## src/rtl/dge_pkg.sv

```systemverilog
package dge_pkg;

    // Frame geometry and field widths
    localparam int MAX_WIDTH  = 256;
    localparam int MAX_HEIGHT = 256;
    localparam int COL_W      = $clog2(MAX_WIDTH);
    localparam int ROW_W      = $clog2(MAX_HEIGHT);
    localparam int DIM_W      = 9;
    localparam int CH_W       = 8;
    localparam int PIX_W      = 3 * CH_W;
    localparam int ADDR_W     = ROW_W + COL_W;
    localparam int MEM_DEPTH  = MAX_WIDTH * MAX_HEIGHT;
    localparam int CFG_IDX_W  = 2;

    // Arithmetic widths: one squared channel difference, one gradient pair,
    // the full gradient sum and its square root.
    localparam int SQ_W       = 2 * CH_W;
    localparam int PAIR_W     = SQ_W + 2;
    localparam int SUM_W      = PAIR_W + 1;
    localparam int ROOT_W     = 10;
    localparam int ENERGY_W   = 6;

    // Division by ten of the root: multiply by 205 and drop 11 bits.
    localparam int DIV10_MUL_W = 8;
    localparam logic [DIV10_MUL_W-1:0] DIV10_MUL = 8'd205;
    localparam int DIV10_SHIFT = 11;

    // Queue between front and back
    localparam int QUEUE_DEPTH = 2;
    localparam int QPTR_W      = $clog2(QUEUE_DEPTH);
    localparam int QCNT_W      = $clog2(QUEUE_DEPTH + 1);

    typedef enum logic [CFG_IDX_W-1:0] {
        CFG_FRAME_WIDTH  = 2'd0,
        CFG_FRAME_HEIGHT = 2'd1
    } cfg_idx_t;

    typedef enum logic {
        CMD_WRITE = 1'b0,
        CMD_READ  = 1'b1
    } cmd_t;

    // Work handed to the back part
    typedef enum logic [1:0] {
        OP_WRITE = 2'd0,
        OP_READ  = 2'd1,
        OP_ZERO  = 2'd2
    } op_t;

    typedef enum logic [1:0] {
        B_IDLE  = 2'd0,
        B_FETCH = 2'd1,
        B_SQRT  = 2'd2,
        B_OUT   = 2'd3
    } back_state_t;

    typedef struct packed {
        op_t              op;
        logic [ROW_W-1:0] row;
        logic [COL_W-1:0] col;
        logic [ROW_W-1:0] row_up;
        logic [ROW_W-1:0] row_down;
        logic [COL_W-1:0] col_left;
        logic [COL_W-1:0] col_right;
        logic [PIX_W-1:0] pixel;
    } queue_item_t;

endpackage

```

## src/rtl/dge_front.sv

```systemverilog
module dge_front (
    input  logic                                aclk,
    input  logic                                aresetn,
    input  logic                                cfg_wr_en,
    input  logic [dge_pkg::CFG_IDX_W-1:0]       cfg_index,
    input  logic [dge_pkg::DIM_W-1:0]           cfg_data,
    input  logic                                s_valid,
    output logic                                s_ready,
    input  logic                                s_command,
    input  logic [dge_pkg::ROW_W-1:0]           s_row,
    input  logic [dge_pkg::COL_W-1:0]           s_col,
    input  logic [dge_pkg::CH_W-1:0]            s_red,
    input  logic [dge_pkg::CH_W-1:0]            s_green,
    input  logic [dge_pkg::CH_W-1:0]            s_blue,
    output logic                                q_push,
    output dge_pkg::queue_item_t                q_item,
    input  logic                                q_full
);

    logic [dge_pkg::DIM_W-1:0] frame_width_reg;
    logic [dge_pkg::DIM_W-1:0] frame_height_reg;
    logic [dge_pkg::DIM_W-1:0] width_eff;
    logic [dge_pkg::DIM_W-1:0] height_eff;
    logic [dge_pkg::DIM_W-1:0] width_last;
    logic [dge_pkg::DIM_W-1:0] height_last;
    logic                      in_frame;
    logic                      keep;

    // Frame size registers
    always_ff @(posedge aclk) begin
        if (!aresetn) begin
            frame_width_reg  <= dge_pkg::DIM_W'(dge_pkg::MAX_WIDTH);
            frame_height_reg <= dge_pkg::DIM_W'(dge_pkg::MAX_HEIGHT);
        end else if (cfg_wr_en) begin
            if (cfg_index == dge_pkg::CFG_FRAME_WIDTH) begin
                frame_width_reg <= cfg_data;
            end
            if (cfg_index == dge_pkg::CFG_FRAME_HEIGHT) begin
                frame_height_reg <= cfg_data;
            end
        end
    end

    // A size of zero acts as one, a size above the maximum as the maximum.
    always_comb begin
        if (frame_width_reg == '0) begin
            width_eff = dge_pkg::DIM_W'(1);
        end else if (frame_width_reg > dge_pkg::DIM_W'(dge_pkg::MAX_WIDTH)) begin
            width_eff = dge_pkg::DIM_W'(dge_pkg::MAX_WIDTH);
        end else begin
            width_eff = frame_width_reg;
        end
        if (frame_height_reg == '0) begin
            height_eff = dge_pkg::DIM_W'(1);
        end else if (frame_height_reg > dge_pkg::DIM_W'(dge_pkg::MAX_HEIGHT)) begin
            height_eff = dge_pkg::DIM_W'(dge_pkg::MAX_HEIGHT);
        end else begin
            height_eff = frame_height_reg;
        end
        width_last  = width_eff - dge_pkg::DIM_W'(1);
        height_last = height_eff - dge_pkg::DIM_W'(1);
    end

    assign in_frame = ({1'b0, s_row} < height_eff) && ({1'b0, s_col} < width_eff);

    // Classify the beat and work out the wrapped neighbor positions.
    always_comb begin
        q_item.row   = s_row;
        q_item.col   = s_col;
        q_item.pixel = {s_red, s_green, s_blue};
        q_item.col_left  = (s_col == '0) ? width_last[dge_pkg::COL_W-1:0]
                                         : s_col - dge_pkg::COL_W'(1);
        q_item.col_right = ({1'b0, s_col} == width_last) ? '0
                                                         : s_col + dge_pkg::COL_W'(1);
        q_item.row_up    = (s_row == '0) ? height_last[dge_pkg::ROW_W-1:0]
                                         : s_row - dge_pkg::ROW_W'(1);
        q_item.row_down  = ({1'b0, s_row} == height_last) ? '0
                                                          : s_row + dge_pkg::ROW_W'(1);
        case (s_command)
            dge_pkg::CMD_WRITE: begin
                q_item.op = dge_pkg::OP_WRITE;
                keep      = in_frame;
            end
            dge_pkg::CMD_READ: begin
                q_item.op = in_frame ? dge_pkg::OP_READ : dge_pkg::OP_ZERO;
                keep      = 1'b1;
            end
            default: begin
                q_item.op = dge_pkg::OP_ZERO;
                keep      = 1'b1;
            end
        endcase
    end

    // Writes outside the frame are taken and dropped here.
    assign s_ready = !q_full;
    assign q_push  = s_valid && s_ready && keep;

endmodule

```

## config.mk

```make
export PLATFORM = sky130hd
export DESIGN_NAME = dge_front
export DESIGN_NICKNAME = d
export VERILOG_FILES = /design/src/rtl/dge_pkg.sv /design/src/rtl/dge_front.sv
export SDC_FILE = /design/constraint.sdc
export NUM_CORES = 1
export LEC_CHECK = 0
export ABC_AREA = 1
export BUFFER_PORTS_ARGS = -buffer_cell sky130_fd_sc_hd__buf_2
export CORE_ASPECT_RATIO = 0.8
export CORE_UTILIZATION = 52
export DETAILED_ROUTE_END_ITERATION = 10
export GPL_ROUTABILITY_DRIVEN = 0
export PLACE_DENSITY = 0.87
export SLEW_MARGIN = 20
export SYNTH_ARGS = -nofsm -noshare
export SYNTH_HDL_FRONTEND = slang
export SYNTH_SLANG_ARGS = --single-unit
```

## constraint.sdc

```tcl
create_clock -name aclk -period 4.6 [get_ports aclk]
set_input_delay 0.46 -clock aclk [delete_from_list [all_inputs] [get_ports aclk]]
set_output_delay 0.46 -clock aclk [all_outputs]
set_load 0.01 [all_outputs]
```

# After elaboration in Yosys (flattened, before gate mapping)
# Cells that the tools add are included.
classes:
  addsub: 6
  n_lt_le_gt_ge: 4
  n_eq_ne: 3
  muxes: 11
  n_bitwise: 1
  n_reduce_logical: 11
ops:
  columns: ["cell", "n"]
  rows:
  - ["2-to-1 mux 9 bit", 4]
  - ["2-to-1 mux 8 bit", 4]
  - ["equality test 8 x 9 -> 1 bit", 2]
  - ["> comparator 9 bit, second input constant", 2]
  - ["zero test 9 bit", 2]
  - ["less-than comparator 8 x 9 -> 1 bit", 2]
  - ["subtractor 9 x 1 -> 9 bit, second input constant", 2]
  - ["adder 8 x 1 -> 8 bit, second input constant", 2]
  - ["zero test 8 bit", 2]
  - ["subtractor 8 x 1 -> 8 bit, second input constant", 2]
  - ["case mux 2 bit (2 select lines)", 1]
  - ["AND reduction 2 bit", 2]
  - ["logical AND 1 bit", 3]
  - ["equality test 2 x 1 -> 1 bit, second input constant", 1]
  - ["zero test 2 bit", 1]
  - ["2-to-1 mux 2 bit", 1]
  - ["case mux 1 bit (2 select lines)", 1]
  - ["zero test 1 bit", 1]
  - ["NOT 1 bit", 1]
totals:
  ff_bits: 18
  input_bits: 57
  out_inout_bits: 76
  word_cells: 38

# Logic depth before layout (Yosys ltp)
depth:
  word_depth: 7
  ltp_mapped: 18
  depth_no_buf: 18

# Worst setup path before layout
# Ideal clock, no wire load.
synth_timing:
  path_type: "flip-flop to output port"
  startpoint: "reg frame_width_reg[6] in the netlist's numbering"
  endpoint: "out q_push"
  t_arrival_ps: 2025
  t_required_ps: 4140
  slack_ps: 2115
  path_stages_with_launch: 13
  n_path_buf: 0
  path_cell_list: "dfxtp_1 -> nor2_1 -> nand2_1 -> o21ai_4 -> nand2_2 -> ha_1 -> a21oi_1 -> nor2_1 -> a21oi_1 -> o211ai_1 -> nor3_1 -> o21ai_0 -> nor2_1"
synth_between:
  elab_chain_cells: 7
  word_cells_on_any_way: 8
  cone_classes: "order compare (2); mux (3); reduce/logical (3)"
synth_lines:
  columns: ["item", "line_no", "source"]
  rows:
  - ["start: declaration", "dge_front.sv:20", "logic [dge_pkg::DIM_W-1:0] frame_width_reg;"]
  - ["start signal: assignment", "dge_front.sv:32", "frame_width_reg <= dge_pkg::DIM_W'(dge_pkg::MAX_WIDTH);"]
  - ["start signal: assignment", "dge_front.sv:36", "frame_width_reg <= cfg_data;"]
  - ["> comparator 9 bit", "dge_front.sv:48", "end else if (frame_width_reg > dge_pkg::DIM_W'(dge_pkg::MAX_WIDTH)) begin"]
  - ["2-to-1 mux 9 bit", "dge_front.sv:48", null]
  - ["2-to-1 mux 9 bit *", "dge_front.sv:46", "if (frame_width_reg == '0) begin"]
  - ["less-than comparator 8 x 9 -> 1 bit *", "dge_front.sv:64", "assign in_frame = ({1'b0, s_row} < height_eff) && ({1'b0, s_col} < width_eff);"]
  - ["logical AND 1 bit *", "dge_front.sv:64", null]
  - ["case mux 1 bit (2 select lines) *", "dge_front.sv:79", "case (s_command)"]
  - ["logical AND 1 bit *", "dge_front.sv:97", "assign q_push = s_valid && s_ready && keep;"]
  - ["end: declaration", "dge_front.sv:15", "output logic q_push,"]
# Every way passes the cells marked *; elsewhere a longest branch is shown, timed or not.

# Worst setup path in the final report
layout_timing:
  startpoint: "reg frame_width_reg[4] in the netlist's numbering"
  endpoint: "out q_push"
# The elaborated chain is that of the path after synthesis.

==> results.yml <==
status:
  outcome: "completed"
synth:
  ys.flop_type: "dfxtp_1"
  synth_top_family_by_area: "simple AND/OR/NAND/NOR gates"
  yosys.area_share.adder: 0.102
  synthMuxAreaShare: 0.00682
  yosys_warnings: 0
  async_reset_ff_frac: 0
  yosysSeqAreaShare: 0.123
  synth-simple-area-share: 0.349
  synth-xor-area-share: 0.0716
  synth-seq-cells: 18
  synth-compound-area-share: 0.141
  synth_edf_count: 0
  synth_area_leader_cell: "nand2_1"
  synth_cells: 489
  synth_nets: 570
  syn_area_per_cell_um2: 6.00
  yosysTopAreaCellShare: 0.132
  post_synth_main_area_contributors: "nand2_1, dfxtp_1, buf_4"
  synth_area_um2: 2940
  synth_cell_type_count: 36
power_and_ir_drop:
  clock_power_share: 0.233
  vdd_ir_drop_max_v: 0.000177
  power_mw: 0.559
  pwr-share-seq: 0.311
  power_leakage_nw: 1.79
  switching_share: 0.400
  internal_power_mw: 0.335
  p_sw_mw: 0.223
  pwr_density_cell_nw_per_um2: 177
  combPwrFrac: 0.457
worst_setup_path:
  max_stage_delay_ps: 390
  endpoint_kind: "output pin"
  reg2reg_to: "frame_height_reg[8]$_SDFFE_PN1P_"
  crit_fanout: 8
  cpMostUsedCell: "nor2_1"
  r2r_cells: 2
  startpoint_type: "register"
  worst_ep_required_time_ps: 4140
  crit_chain: "nor2_1 > nand2_1 > o21ai_4 > nand2_2 > ha_1 > nand2_1 > nor2_1 > nand4_1 > o211ai_1 > nor3_1 > o21ai_0 > nor2_1 > buf_2"
  r2r_start: "frame_height_reg[8]$_SDFFE_PN1P_"
  reg2reg_slack_ps: 3650
  crit_buf_inv: 1
  cp_slowest_cell: "dfxtp_1"
  crit_family: "simple AND/OR/NAND/NOR gates"
  arrival_ps: 2810
  crit_type: "reg2out"
min_path:
  hp-start: "cfg_data[7]"
  hold_end: "frame_width_reg[7]$_SDFFE_PN0P_"
  hold_path_class: "in2reg"
  whs_path_depth: 3
finish:
  nets: 611
  fin_util: 0.582
  antenna_cells: 0
  syn_to_final_growth_pct: 7.84
  multi_input_area_um2: 1970
  seqCellArea_um2: 360
  drive_above_1_share: 0.214
  fill_cells: 538
timing:
  rsz0062_at_grt: "false"
  hold_viol: 0
  finClkSkew_ps: 0
  period_minus_slack_ps: 3270
  period_share: 0.710
  final.setup.tns_ps: 0
  worst_slack_ps: 1330
  tightest_slew_ps: 920
  setup_violations: 0
  hold_slack_ps: 438
  finalMaxSlewViolations: 0
  fmax_mhz: 306
  relSlewSlack: 0.382
global_route:
  grt_pass1_wl_um: 12500
  grt_max_degree: 17
  antenna_found_initial: 0
  grt_overflow: 0
  grt_usage: 0.254
  grt_pass1_vias: 2831
cts:
  path_clk_slew_ps: 70
  cts_setup_buffers: 0
  clk_path_buf_depth: 2
  insertion_delay_ps: 260
  cts_htree_levels: 1
  cts_tree: "yes"
  numCtsBuffers: 3
  cts.repair.resized: 0
  cts_root_buf: "clkbuf_8"
  clock-sinks: 18
  cts_hold_buf: 0
route:
  viasPerCell: 5.42
  postRouteAntennaNets: 0
  routed_wirelength_um: 7630
  firstDrtPassIters: 5
  wl_met2_um: 3340
  wl_per_cell_um: 12.6
  first_iter_violations: 255
  wl_met1_um: 3600
  dr.max_layer_used: "met4"
  route.met3.wl_um: 555
  drc: 0
  via_count: 3292
place:
  hpwl_um: 6200
  io_buffers: 84
  dpl_worst_slack_ps: 1660
floorplan:
  rows: 24
  die_x_um: 86
  start_util: 0.540
  dieHeight_um: 69.2
  pin_count: 133
  design.die.area_um2: 5950
  coreArea_um2: 5440
run:
  cap_violations: 0
-- Yosys cell counts, drive strengths merged, types with 2 or more instances --
cell and n:
a21boi 2, inv 69, nor4 2, mux2i 2, buf 43, clkbuf 5, nor3 10, nand3 38
a31oi 4, o21ai 37, a21oi 27, ha 24, dfxtp 18, nand2 114, nor2 53, nand3b 2
xnor2 3, o211ai 3, nand4 8, xor2 21
-- area by class of cell --
type,count,share of cell area
tap,78,0.0308
clock buffer,4,0.0174
sequential,18,0.114
timing repair buffer,84,0.133
inverter,70,0.0834
multi-input combinational,353,0.622
-- worst min-delay path, cell delays in order --
cell and delay [ps]:
buf_2 90, nor2_1 40, nor2_1 80
-- cells by family (layout without fill, tap and decap cells) --
group           after synthesis  count (layout)
fa+ha+maj                    24              24
compound gates               74              74
xor+xnor                     24              24
buf+inv                     118             158
simple gates                229             229
mux                           2               2
flops                        18              18
-- cells in the final DEF, fill, tap and decap left out, drive strengths merged --
cell type  instances
a21boi             2
a21oi             27
a31oi              4
and3               1
buf               84
clkbuf             4
clkinv             1
dfxtp             18
ha                24
inv               69
mux2i              2
nand2            114
nand3             38
nand3b             2
nand4              8
nor2              53
nor3              10
nor3b              1
nor4               2
o211ai             3
o21ai             37
o311ai             1
xnor2              3
xor2              21
-- through the flow --
step / cell area [µm²] / cells
detailed placement: 3110 / 603
global placement: 3110 / 603
global route: 3170 / 607
floorplan: 2940 / 489
finish: 3170 / 607
CTS: 3170 / 607
-- power by group through the flow --
stage,clock [mW],sequential [mW],combinational [mW]
3_3_place_gp,0,0.176,0.244
6_report,0.130,0.174,0.255
2_1_floorplan,0,0.173,0.202
3_5_place_dp,0,0.177,0.251
4_1_cts,0.133,0.173,0.252
5_1_grt,0.143,0.174,0.284
-- per-layer routing --
layer  up-vias  GRT usage
met3        22     0.0345
met4         0     0.0815
met2       152      0.400
li1       1622          -
met5         -          0
met1      1496      0.357
-- worst max-delay path by stage --
stage	start	end	cells after the start
3_5_place_dp	frame_width_reg[4]$_SDFFE_PN0P_	q_push	13
3_3_place_gp	frame_width_reg[1]$_SDFFE_PN0P_	q_push	13
2_1_floorplan	frame_width_reg[6]$_SDFFE_PN0P_	q_push	12
5_1_grt	frame_width_reg[1]$_SDFFE_PN0P_	q_push	13
6_report	frame_width_reg[4]$_SDFFE_PN0P_	q_push	13
4_1_cts	frame_width_reg[4]$_SDFFE_PN0P_	q_push	13
No activity file was read; power rests on OpenSTA's default activity.
