File: config.mk
export PLATFORM = sky130hd
export DESIGN_NAME = dge_queue
export DESIGN_NICKNAME = d
export VERILOG_FILES = /design/src/rtl/dge_pkg.sv /design/src/rtl/dge_queue.sv
export SDC_FILE = /design/constraint.sdc
export NUM_CORES = 1
export LEC_CHECK = 0
export BUFFER_PORTS_ARGS = -buffer_cell sky130_fd_sc_hd__buf_2
export CAP_MARGIN = 20
export CORE_MARGIN = 2
export CORE_UTILIZATION = 55
export DETAILED_ROUTE_END_ITERATION = 8
export PLACE_DENSITY = 0.91
export RECOVER_POWER = 100
export SKIP_LAST_GASP = 1
export SYNTH_ARGS = -nofsm -noshare
export SYNTH_HDL_FRONTEND = slang
export SYNTH_SLANG_ARGS = --single-unit
File: constraint.sdc
create_clock -name aclk -period 9.5 [get_ports aclk]
set_input_delay 0.95 -clock aclk [delete_from_list [all_inputs] [get_ports aclk]]
set_output_delay 0.95 -clock aclk [all_outputs]
set_load 0.005 [all_outputs]
File: src/rtl/dge_pkg.sv
package dge_pkg;

    // Frame geometry and field widths
    localparam int MAX_WIDTH  = 256;
    localparam int MAX_HEIGHT = 256;
    localparam int COL_W      = $clog2(MAX_WIDTH);
    localparam int ROW_W      = $clog2(MAX_HEIGHT);
    localparam int DIM_W      = 9;
    localparam int CH_W       = 8;
    localparam int PIX_W      = 3 * CH_W;
    localparam int ADDR_W     = ROW_W + COL_W;
    localparam int MEM_DEPTH  = MAX_WIDTH * MAX_HEIGHT;
    localparam int CFG_IDX_W  = 2;

    // Arithmetic widths: one squared channel difference, one gradient pair,
    // the full gradient sum and its square root.
    localparam int SQ_W       = 2 * CH_W;
    localparam int PAIR_W     = SQ_W + 2;
    localparam int SUM_W      = PAIR_W + 1;
    localparam int ROOT_W     = 10;
    localparam int ENERGY_W   = 6;

    // Division by ten of the root: multiply by 205 and drop 11 bits.
    localparam int DIV10_MUL_W = 8;
    localparam logic [DIV10_MUL_W-1:0] DIV10_MUL = 8'd205;
    localparam int DIV10_SHIFT = 11;

    // Queue between front and back
    localparam int QUEUE_DEPTH = 2;
    localparam int QPTR_W      = $clog2(QUEUE_DEPTH);
    localparam int QCNT_W      = $clog2(QUEUE_DEPTH + 1);

    typedef enum logic [CFG_IDX_W-1:0] {
        CFG_FRAME_WIDTH  = 2'd0,
        CFG_FRAME_HEIGHT = 2'd1
    } cfg_idx_t;

    typedef enum logic {
        CMD_WRITE = 1'b0,
        CMD_READ  = 1'b1
    } cmd_t;

    // Work handed to the back part
    typedef enum logic [1:0] {
        OP_WRITE = 2'd0,
        OP_READ  = 2'd1,
        OP_ZERO  = 2'd2
    } op_t;

    typedef enum logic [1:0] {
        B_IDLE  = 2'd0,
        B_FETCH = 2'd1,
        B_SQRT  = 2'd2,
        B_OUT   = 2'd3
    } back_state_t;

    typedef struct packed {
        op_t              op;
        logic [ROW_W-1:0] row;
        logic [COL_W-1:0] col;
        logic [ROW_W-1:0] row_up;
        logic [ROW_W-1:0] row_down;
        logic [COL_W-1:0] col_left;
        logic [COL_W-1:0] col_right;
        logic [PIX_W-1:0] pixel;
    } queue_item_t;

endpackage

File: src/rtl/dge_queue.sv
module dge_queue (
    input  logic                 aclk,
    input  logic                 aresetn,
    input  logic                 push,
    input  dge_pkg::queue_item_t push_item,
    output logic                 full,
    input  logic                 pop,
    output dge_pkg::queue_item_t head_item,
    output logic                 empty
);

    dge_pkg::queue_item_t            entries_reg [dge_pkg::QUEUE_DEPTH];
    logic [dge_pkg::QPTR_W-1:0]      wr_ptr_reg;
    logic [dge_pkg::QPTR_W-1:0]      rd_ptr_reg;
    logic [dge_pkg::QCNT_W-1:0]      count_reg;
    logic [dge_pkg::QPTR_W-1:0]      wr_ptr_next;
    logic [dge_pkg::QPTR_W-1:0]      rd_ptr_next;
    logic [dge_pkg::QCNT_W-1:0]      count_next;
    logic                            do_push;
    logic                            do_pop;

    assign full      = (count_reg == dge_pkg::QCNT_W'(dge_pkg::QUEUE_DEPTH));
    assign empty     = (count_reg == '0);
    assign do_push   = push && !full;
    assign do_pop    = pop && !empty;
    assign head_item = entries_reg[rd_ptr_reg];

    // Pointer and fill count update
    always_comb begin
        wr_ptr_next = wr_ptr_reg;
        rd_ptr_next = rd_ptr_reg;
        if (do_push) begin
            wr_ptr_next = (wr_ptr_reg == dge_pkg::QPTR_W'(dge_pkg::QUEUE_DEPTH - 1))
                          ? '0 : wr_ptr_reg + dge_pkg::QPTR_W'(1);
        end
        if (do_pop) begin
            rd_ptr_next = (rd_ptr_reg == dge_pkg::QPTR_W'(dge_pkg::QUEUE_DEPTH - 1))
                          ? '0 : rd_ptr_reg + dge_pkg::QPTR_W'(1);
        end
        count_next = count_reg + dge_pkg::QCNT_W'(do_push) - dge_pkg::QCNT_W'(do_pop);
    end

    always_ff @(posedge aclk) begin
        if (!aresetn) begin
            wr_ptr_reg <= '0;
            rd_ptr_reg <= '0;
            count_reg  <= '0;
        end else begin
            wr_ptr_reg <= wr_ptr_next;
            rd_ptr_reg <= rd_ptr_next;
            count_reg  <= count_next;
        end
    end

    // Entry storage
    always_ff @(posedge aclk) begin
        if (do_push) begin
            entries_reg[wr_ptr_reg] <= push_item;
        end
    end

endmodule

* After elaboration in Yosys (flattened, before gate mapping)
Memories as Yosys holds them, arrays and structs flattened. A register that Yosys moved wholly into a read port is not among the register bits. Index checks and enable logic that the tools add are counted.
Word-level totals: bits in registers 4, bits in latches 0, bits in writable memories 148, ROM bits 0, bits of input ports 78, output and inout port bits 76, word-level logic and storage cells 20, memories 1
Cells by class: $add $sub $neg 4, $mul 0, div/mod/pow operators 0, magnitude comparators 0, equality and inequality tests 1, shifts and indexed selects 0, mux-type cells 6, bitwise logic cells 0, reduce and logical (&&, ||, !) cells 5
Memory list:
- entries_reg | words 2, bits a word 74, read ports 1, clocked after Yosys merged registers in 1, write ports 1, line dge_queue.sv:12 | dge_pkg::queue_item_t entries_reg [dge_pkg::QUEUE_DEPTH];
Operator list (count):
- 2-to-1 mux 1 bit | 6
- adder 1 bit (second input constant) | 2
- adder 2 x 1 -> 2 bit | 1
- equality test 2 bit (second input constant) | 1
- logical AND 1 bit | 2
- zero test 1 bit | 2
- zero test 2 bit | 1
- subtractor 2 x 1 -> 2 bit | 1

* Longest topological paths before layout
Gate-level depths: netlist of run 1.
depth in word-level cells 5, depth in mapped cells 8, mapped depth without buffers 8

* Least setup slack after synthesis of run 1
No wires, ideal clock.
path type input -> register, start input push, end memory entries_reg[0][0] (netlist name), enable pin, library setup time 0.507 ns, data arrival time 4.133 ns, path slack 4.860 ns, stages on the path 2, path buffers 0, cells stage by stage nand2_1 > nor2_1
Between the ends: longest elaborated chain between the ends 3
RTL lines:
- start: declaration | line dge_queue.sv:4 | input logic push,
- logical AND 1 bit | line dge_queue.sv:24 | assign do_push = push && !full;
- 2-to-1 mux 1 bit | line dge_queue.sv:57 | if (do_push) begin
- 2-to-1 mux 1 bit (not written as such) | line dge_queue.sv:58 | entries_reg[wr_ptr_reg] <= push_item;
- end: declaration | line dge_queue.sv:12
Every way passes these cells.

==> results of run 1 <==
-- synth_stat cells, drive strengths merged --
master / n
and2: 2
and3: 1
buf: 8
dfxtp: 5
edfxtp: 148
ha: 2
inv: 3
mux2: 74
mux2i: 1
nand2: 2
nand2b: 2
nor2: 5
nor3: 1
o21a: 1
xnor2: 1
xor2: 1
-- layer usage --
| layer | global-route usage (%) | share of wire (%) | vias to the layer above | wire length, um |
|---|---|---|---|---|
| met3 | 5.96 | 6.5 | 15 | 634 |
| met1 | 19.2 | 40 | 1428 | 3910 |
| met2 | 30.9 | 52 | 114 | 5080 |
| met4 | 8.16 | 1.6 | 0 | 154 |
| met5 | 0 | 0 | - | 0 |
| li1 | - | - | 1345 | - |
-- cell type report --
type	instances	area share, %
sequential	153	65.4
tap	136	2.45
multi-input combinational	93	14.0
clock inverter	13	1.53
clock buffer	19	6.07
timing repair buffer	155	10.5
inverter	3	0.162
-- tightest hold or removal path, cell delays in order (launching register included) --
cell	delay, ns
dfxtp_1	0.33
xnor2_1	0.08
nor2_1	0.08
-- how the worst min path moves through the flow --
stage	end	slack [ns]	from	depth (start not counted)
5_1_grt	rd_ptr_reg	0.57	rd_ptr_reg	2
3_3_place_gp	rd_ptr_reg	0.50	rd_ptr_reg	2
3_5_place_dp	rd_ptr_reg	0.51	rd_ptr_reg	2
6_report	rd_ptr_reg	0.52	rd_ptr_reg	2
4_1_cts	rd_ptr_reg	0.53	rd_ptr_reg	2
2_1_floorplan	wr_ptr_reg	0.45	wr_ptr_reg	2
-- cells by family (layout without fill, tap and decap cells) --
| kind of cell | Yosys count | count (layout) | synth area share (%) |
|---|---|---|---|
| mux | 75 | 75 | 18.4 |
| xor+xnor | 2 | 2 | 0.301 |
| fa+ha+maj | 2 | 2 | 0.430 |
| simple gates | 13 | 13 | 1.07 |
| buf+inv | 11 | 190 | 1.63 |
| flops | 153 | 153 | 78.1 |
| compound gates | 1 | 1 | 0.129 |
-- metrics by stage --
stage	hold WS (ns)	instance area [sq um]	total power [W]
after floorplan	0.455	5820	0.00127
after global placement	0.502	6700	0.00141
after detailed placement	0.510	6700	0.00144
after CTS	0.527	7230	0.00203
after global routing	0.571	6950	0.00201
final	0.523	6950	0.00192
-- report_power, final --
part / leakage [nW] / internal, W / switching, W / total, W
combinational: 0.882 / 0.000195 / 0.000208 / 0.000403
sequential: 1.42 / 0.000885 / 0.0000404 / 0.000926
clock: 0.251 / 0.000343 / 0.000243 / 0.000587
total: 2.56 / 0.00142 / 0.000492 / 0.00192
==> impl_metrics.ini, run 1 <==
[run_status]
violations = capacitance limit, slew limit
status = complete, but fails checks

[detailed_routing]
route.detailed.drc = 0
post_drt_wl_per_cell_um = 17.1
ant_nets = 0
vias_per_cell = 5.07
first_pass_iters = 4
dr.first_iter.drc_count = 121
vias = 2902
finalWirelength_um = 9780

[grt]
track_usage_pct = 17.6
grt_pass1_wl_um = 14500
antenna_found_initial = 0
grt_max_degree = 75
first_global_vias = 2977
gr-total-overflow = 0

[floorplan]
io_pins = 154
die_area_sq_um = 11400
core-area_sq_um = 10300
start_util_pct = 56.6
die-height_um = 107
chipWidth_um = 107
rows = 37

[sta]
finalCritPeriodShare_pct = 56.1
worst_slack_ns = 4.17
period_needed_ns = 5.33
setup_tns_ns = 0
rsz0062_at_grt = false
setup_violations = 0
final.setup_skew_ns = 0.00626
slew_violations = 205
relSlewSlack_pct = -176
finalHoldViolCount = 0
fmax_mhz = 188
worstMarginPinSlew_ns = 4.14

[placed_design]
pre_cts_ws_ns = 6.57
hpwlAfterDp_um = 6300
gp_congestion = 0.690
dpl.cell_count = 540
numPortBuffers = 153

[final_layout]
multi_input_area_sq_um = 971
final_common_cell = edfxtp_1
fillerInstances = 759
finalNetCount = 503
antennaDiodeCount = 0
final_cell_mix = 148 x edfxtp_1, 116 x buf_2, 58 x mux2_1, 41 x clkbuf_1, 16 x clkbuf_16
regArea_sq_um = 4540
final_util_pct = 67.6
drive_above_1_share_pct = 37.2
area_growth_pct = 19.4
largest_reg_flops = 148
final_cell_count_no_fill = 572

[min_path]
hold_path_class = reg2reg

[worst_setup_path]
cp.depth = 3
crit_chain = clkbuf_1 -> mux2_2 -> buf_2
slowest_stage = clkbuf_1
cp_max_fo = 54
path_class = reg2out
crit_arrival_ns = 4.38
rrSetupSlack_ns = 5.25
reg2reg_from = count_reg[0]
critPathCapture = head_item[65]
cp_top_family = buffers and inverters
cpPeakStageDelay_ns = 2.27
reg2reg_to = entries_reg[0][21]
required_ns = 8.55
critPathBufInv = 2
endpoint_kind = primary output
start_kind = flip-flop
reg2regPathDepth = 4

[clocking]
ctsRootBufferMaster = clkbuf_8
cts_hold_buf = 0
path_clk_slew_ns = 0.06
postCtsSetupBuffers = 0
cts.sinks = 153
clock_path_buffers = 2
h-tree-depth = 4
cts-resized-gates = 0
cts_tree = yes
clk_latency_ns = 0.52
cts_made_buffers = 17

[synth]
netlist-cell-type-count = 18
synth_area_sq_um = 5820
ys_warn_count = 0
synth_seq_area_share_pct = 78.1
synth_top_area_cell = edfxtp_1
synth_nets = 337
ys_top_cells_by_area = edfxtp_1 76%, mux2_4 15%, mux2_2 2.7%, dfxtp_1 1.7%, buf_6 1.4%
avgSynthCellArea_sq_um = 22.6
synth_top_area_share_pct = 76.4
yosys_register_bits = 153
synthCells = 257

[run]
max_cap_viol_count = 3

[power_and_ir_drop]
ir_drop_mv = 0.188
p_per_area_nw_per_um2 = 276
p_leak_nw = 2.56
(Power assumes the default switching activity.)
==> run 2: changes to the inputs <==
CORE_UTILIZATION = 52   (was 55)
PLACE_DENSITY = 0.87   (was 0.91)
clock period = 5.12 ns   (was 9.5 ns; I/O delays follow)
==> impl_metrics.ini, run 2 (synthesis gave the netlist of run 1 again) <==
[grt]
track_usage_pct = 16.5
gr-usage-met2_pct = 26.8
use_met3_pct = 6.70
grt_pass1_wl_um = 14200
gr-total-overflow = 0
use_met1_pct = 19.2
antenna_found_initial = 3
top_usage_layer = met2
first_global_vias = 2942
grt_max_degree = 75

[worst_setup_path]
required_ns = 4.61
path_class = reg2out
crit_chain = clkbuf_1 -> mux2_2 -> buf_2
reg2regPathDepth = 2
endpoint_kind = primary output
start_kind = flip-flop
reg2reg_to = entries_reg[1][14]
cp_top_family = buffers and inverters
cpPeakStageDelay_ns = 1.24
slowest_stage = clkbuf_1
critPathBufInv = 2
cp_max_fo = 46
reg2reg_from = count_reg[0]
rrSetupSlack_ns = 1.57
crit_arrival_ns = 3.09

[detailed_routing]
vias_per_cell = 5.03
first_pass_iters = 4
finalWirelength_um = 9740
dr.first_iter.drc_count = 167
ant_nets = 0
route.detailed.drc = 0
vias = 2900
post_drt_wl_per_cell_um = 16.9

[clocking]
h-tree-depth = 4
clk_latency_ns = 0.51
cts_made_buffers = 17
cts_tree = yes
path_clk_slew_ns = 0.06
cts-resized-gates = 0
clock_path_buffers = 2
ctsRootBufferMaster = clkbuf_8
cts.sinks = 153
cts_hold_buf = 0
postCtsSetupBuffers = 0

[final_layout]
postLayoutCellArea_sq_um = 7030
area_growth_pct = 20.9
largest_reg_flops = 148
final_cell_mix = 148 x edfxtp_1, 105 x buf_2, 58 x mux2_1, 50 x clkbuf_1, 16 x clkbuf_16
final_common_cell = edfxtp_1
drive_above_1_share_pct = 34.9
finalNetCount = 504

[sta]
period_needed_ns = 3.61
relSlewSlack_pct = -128
finalHoldViolCount = 0
final.setup_skew_ns = 0.00820
worstMarginPinSlew_ns = 3.42
finalCritPeriodShare_pct = 70.4
setup_violations = 0
fmax_mhz = 277
slew_violations = 105
rsz0062_at_grt = false
setup_tns_ns = 0

[placed_design]
placed_cell_area_sq_um = 6730
numPortBuffers = 153
hpwlAfterDp_um = 6400
gp_congestion = 0.741

[power_and_ir_drop]
p_sw_share_pct = 24.8
p_clk_share_pct = 33.6
p_leak_nw = 2.57
power.switching_w = 0.000910
combPwrFrac_pct = 19.4
power.total_w = 0.00368
ir_drop_mv = 0.353
p_seq_share_pct = 47.0
p_per_area_nw_per_um2 = 523
power.internal_w = 0.00277

[run_status]
violations = capacitance limit, slew limit
status = complete, but fails checks

[floorplan]
core-area_sq_um = 10900
die-height_um = 110
start_util_pct = 53.5
rows = 38
die_area_sq_um = 12100
io_pins = 154
chipWidth_um = 110

[min_path]
hold_path_class = in2reg
whs_endpoint = entries_reg[0][73]
holdPathStages = 1
hp-start = push_item[73]

[run]
max_cap_viol_count = 2
run 2: cell count changes in the layout (fill, tap and decap cells not counted):
cell and change:
clkinv_2 -4, buf_2 -11, buf_12 +1, bufinv_16 +3, clkinv_4 -1, nor2_4 -1, buf_4 +1, dfxtp_1 -1
nor2_1 +1, inv_6 +1, clkbuf_1 +9, diode_2 +2, dfxtp_4 +1
run 2: through the flow:
step | setup slack [ns] | cells | util (%) | hold slack (ns)
after CTS | 2.01 | 575 | 67.3 | 0.160
after floorplan | 0.918 | 257 | - | 0.455
after global placement | 2.53 | 544 | 61.6 | 0.492
after global routing | 1.16 | 577 | 64.6 | 0.154
final | 1.51 | 577 | 64.6 | 0.187
after detailed placement | 2.57 | 545 | 61.8 | 0.511
run 2: cell type report:
type                    count  area (sq um)
repair buffers            156           737
inverters                   3          11.3
clock buffers              18           418
well taps                 140           175
multi-input cells          93           963
clock inverters            12           176
diodes                      2          5.00
fillers                   828          3850
flip-flops and latches    153          4550
run 2: worst register-to-register path: stages, from the launching register on:
cell	delay, ns
dfxtp_1	0.37
nand2b_1	0.16
and3_1	2.50
run 2: power groups by stage:
| stage | sequential [W] | clock [W] | combinational [W] |
|---|---|---|---|
| global route | 0.00176 | 0.00132 | 0.000789 |
| CTS | 0.00175 | 0.00126 | 0.000897 |
| finish | 0.00173 | 0.00124 | 0.000714 |
| global placement | 0.00176 | 0 | 0.000862 |
| floorplan | 0.00170 | 0 | 0.000650 |
| detailed placement | 0.00178 | 0 | 0.000894 |
run 2: layer usage:
layer  vias up  wire length [um]  share of wire [%]
met4         2               176                1.8
met3        19               767                7.9
met1      1402              3920                 40
met5         -                13               0.13
met2       133              4860                 50
li1       1344                 -                  -
run 2: worst max-delay path by stage:
| stage | from | to | slack [ns] | cells after the start |
|---|---|---|---|---|
| finish | flip-flop | head_item[73] | 1.51 | 3 |
| floorplan | push | entries_reg[0][0] | 0.92 | 2 |
| detailed placement | flip-flop | head_item[65] | 2.57 | 3 |
| CTS | flip-flop | head_item[65] | 2.01 | 3 |
| global placement | push | entries_reg[0][63] | 2.53 | 4 |
| global route | count_reg[0] | entries_reg[1][14] | 1.16 | 2 |
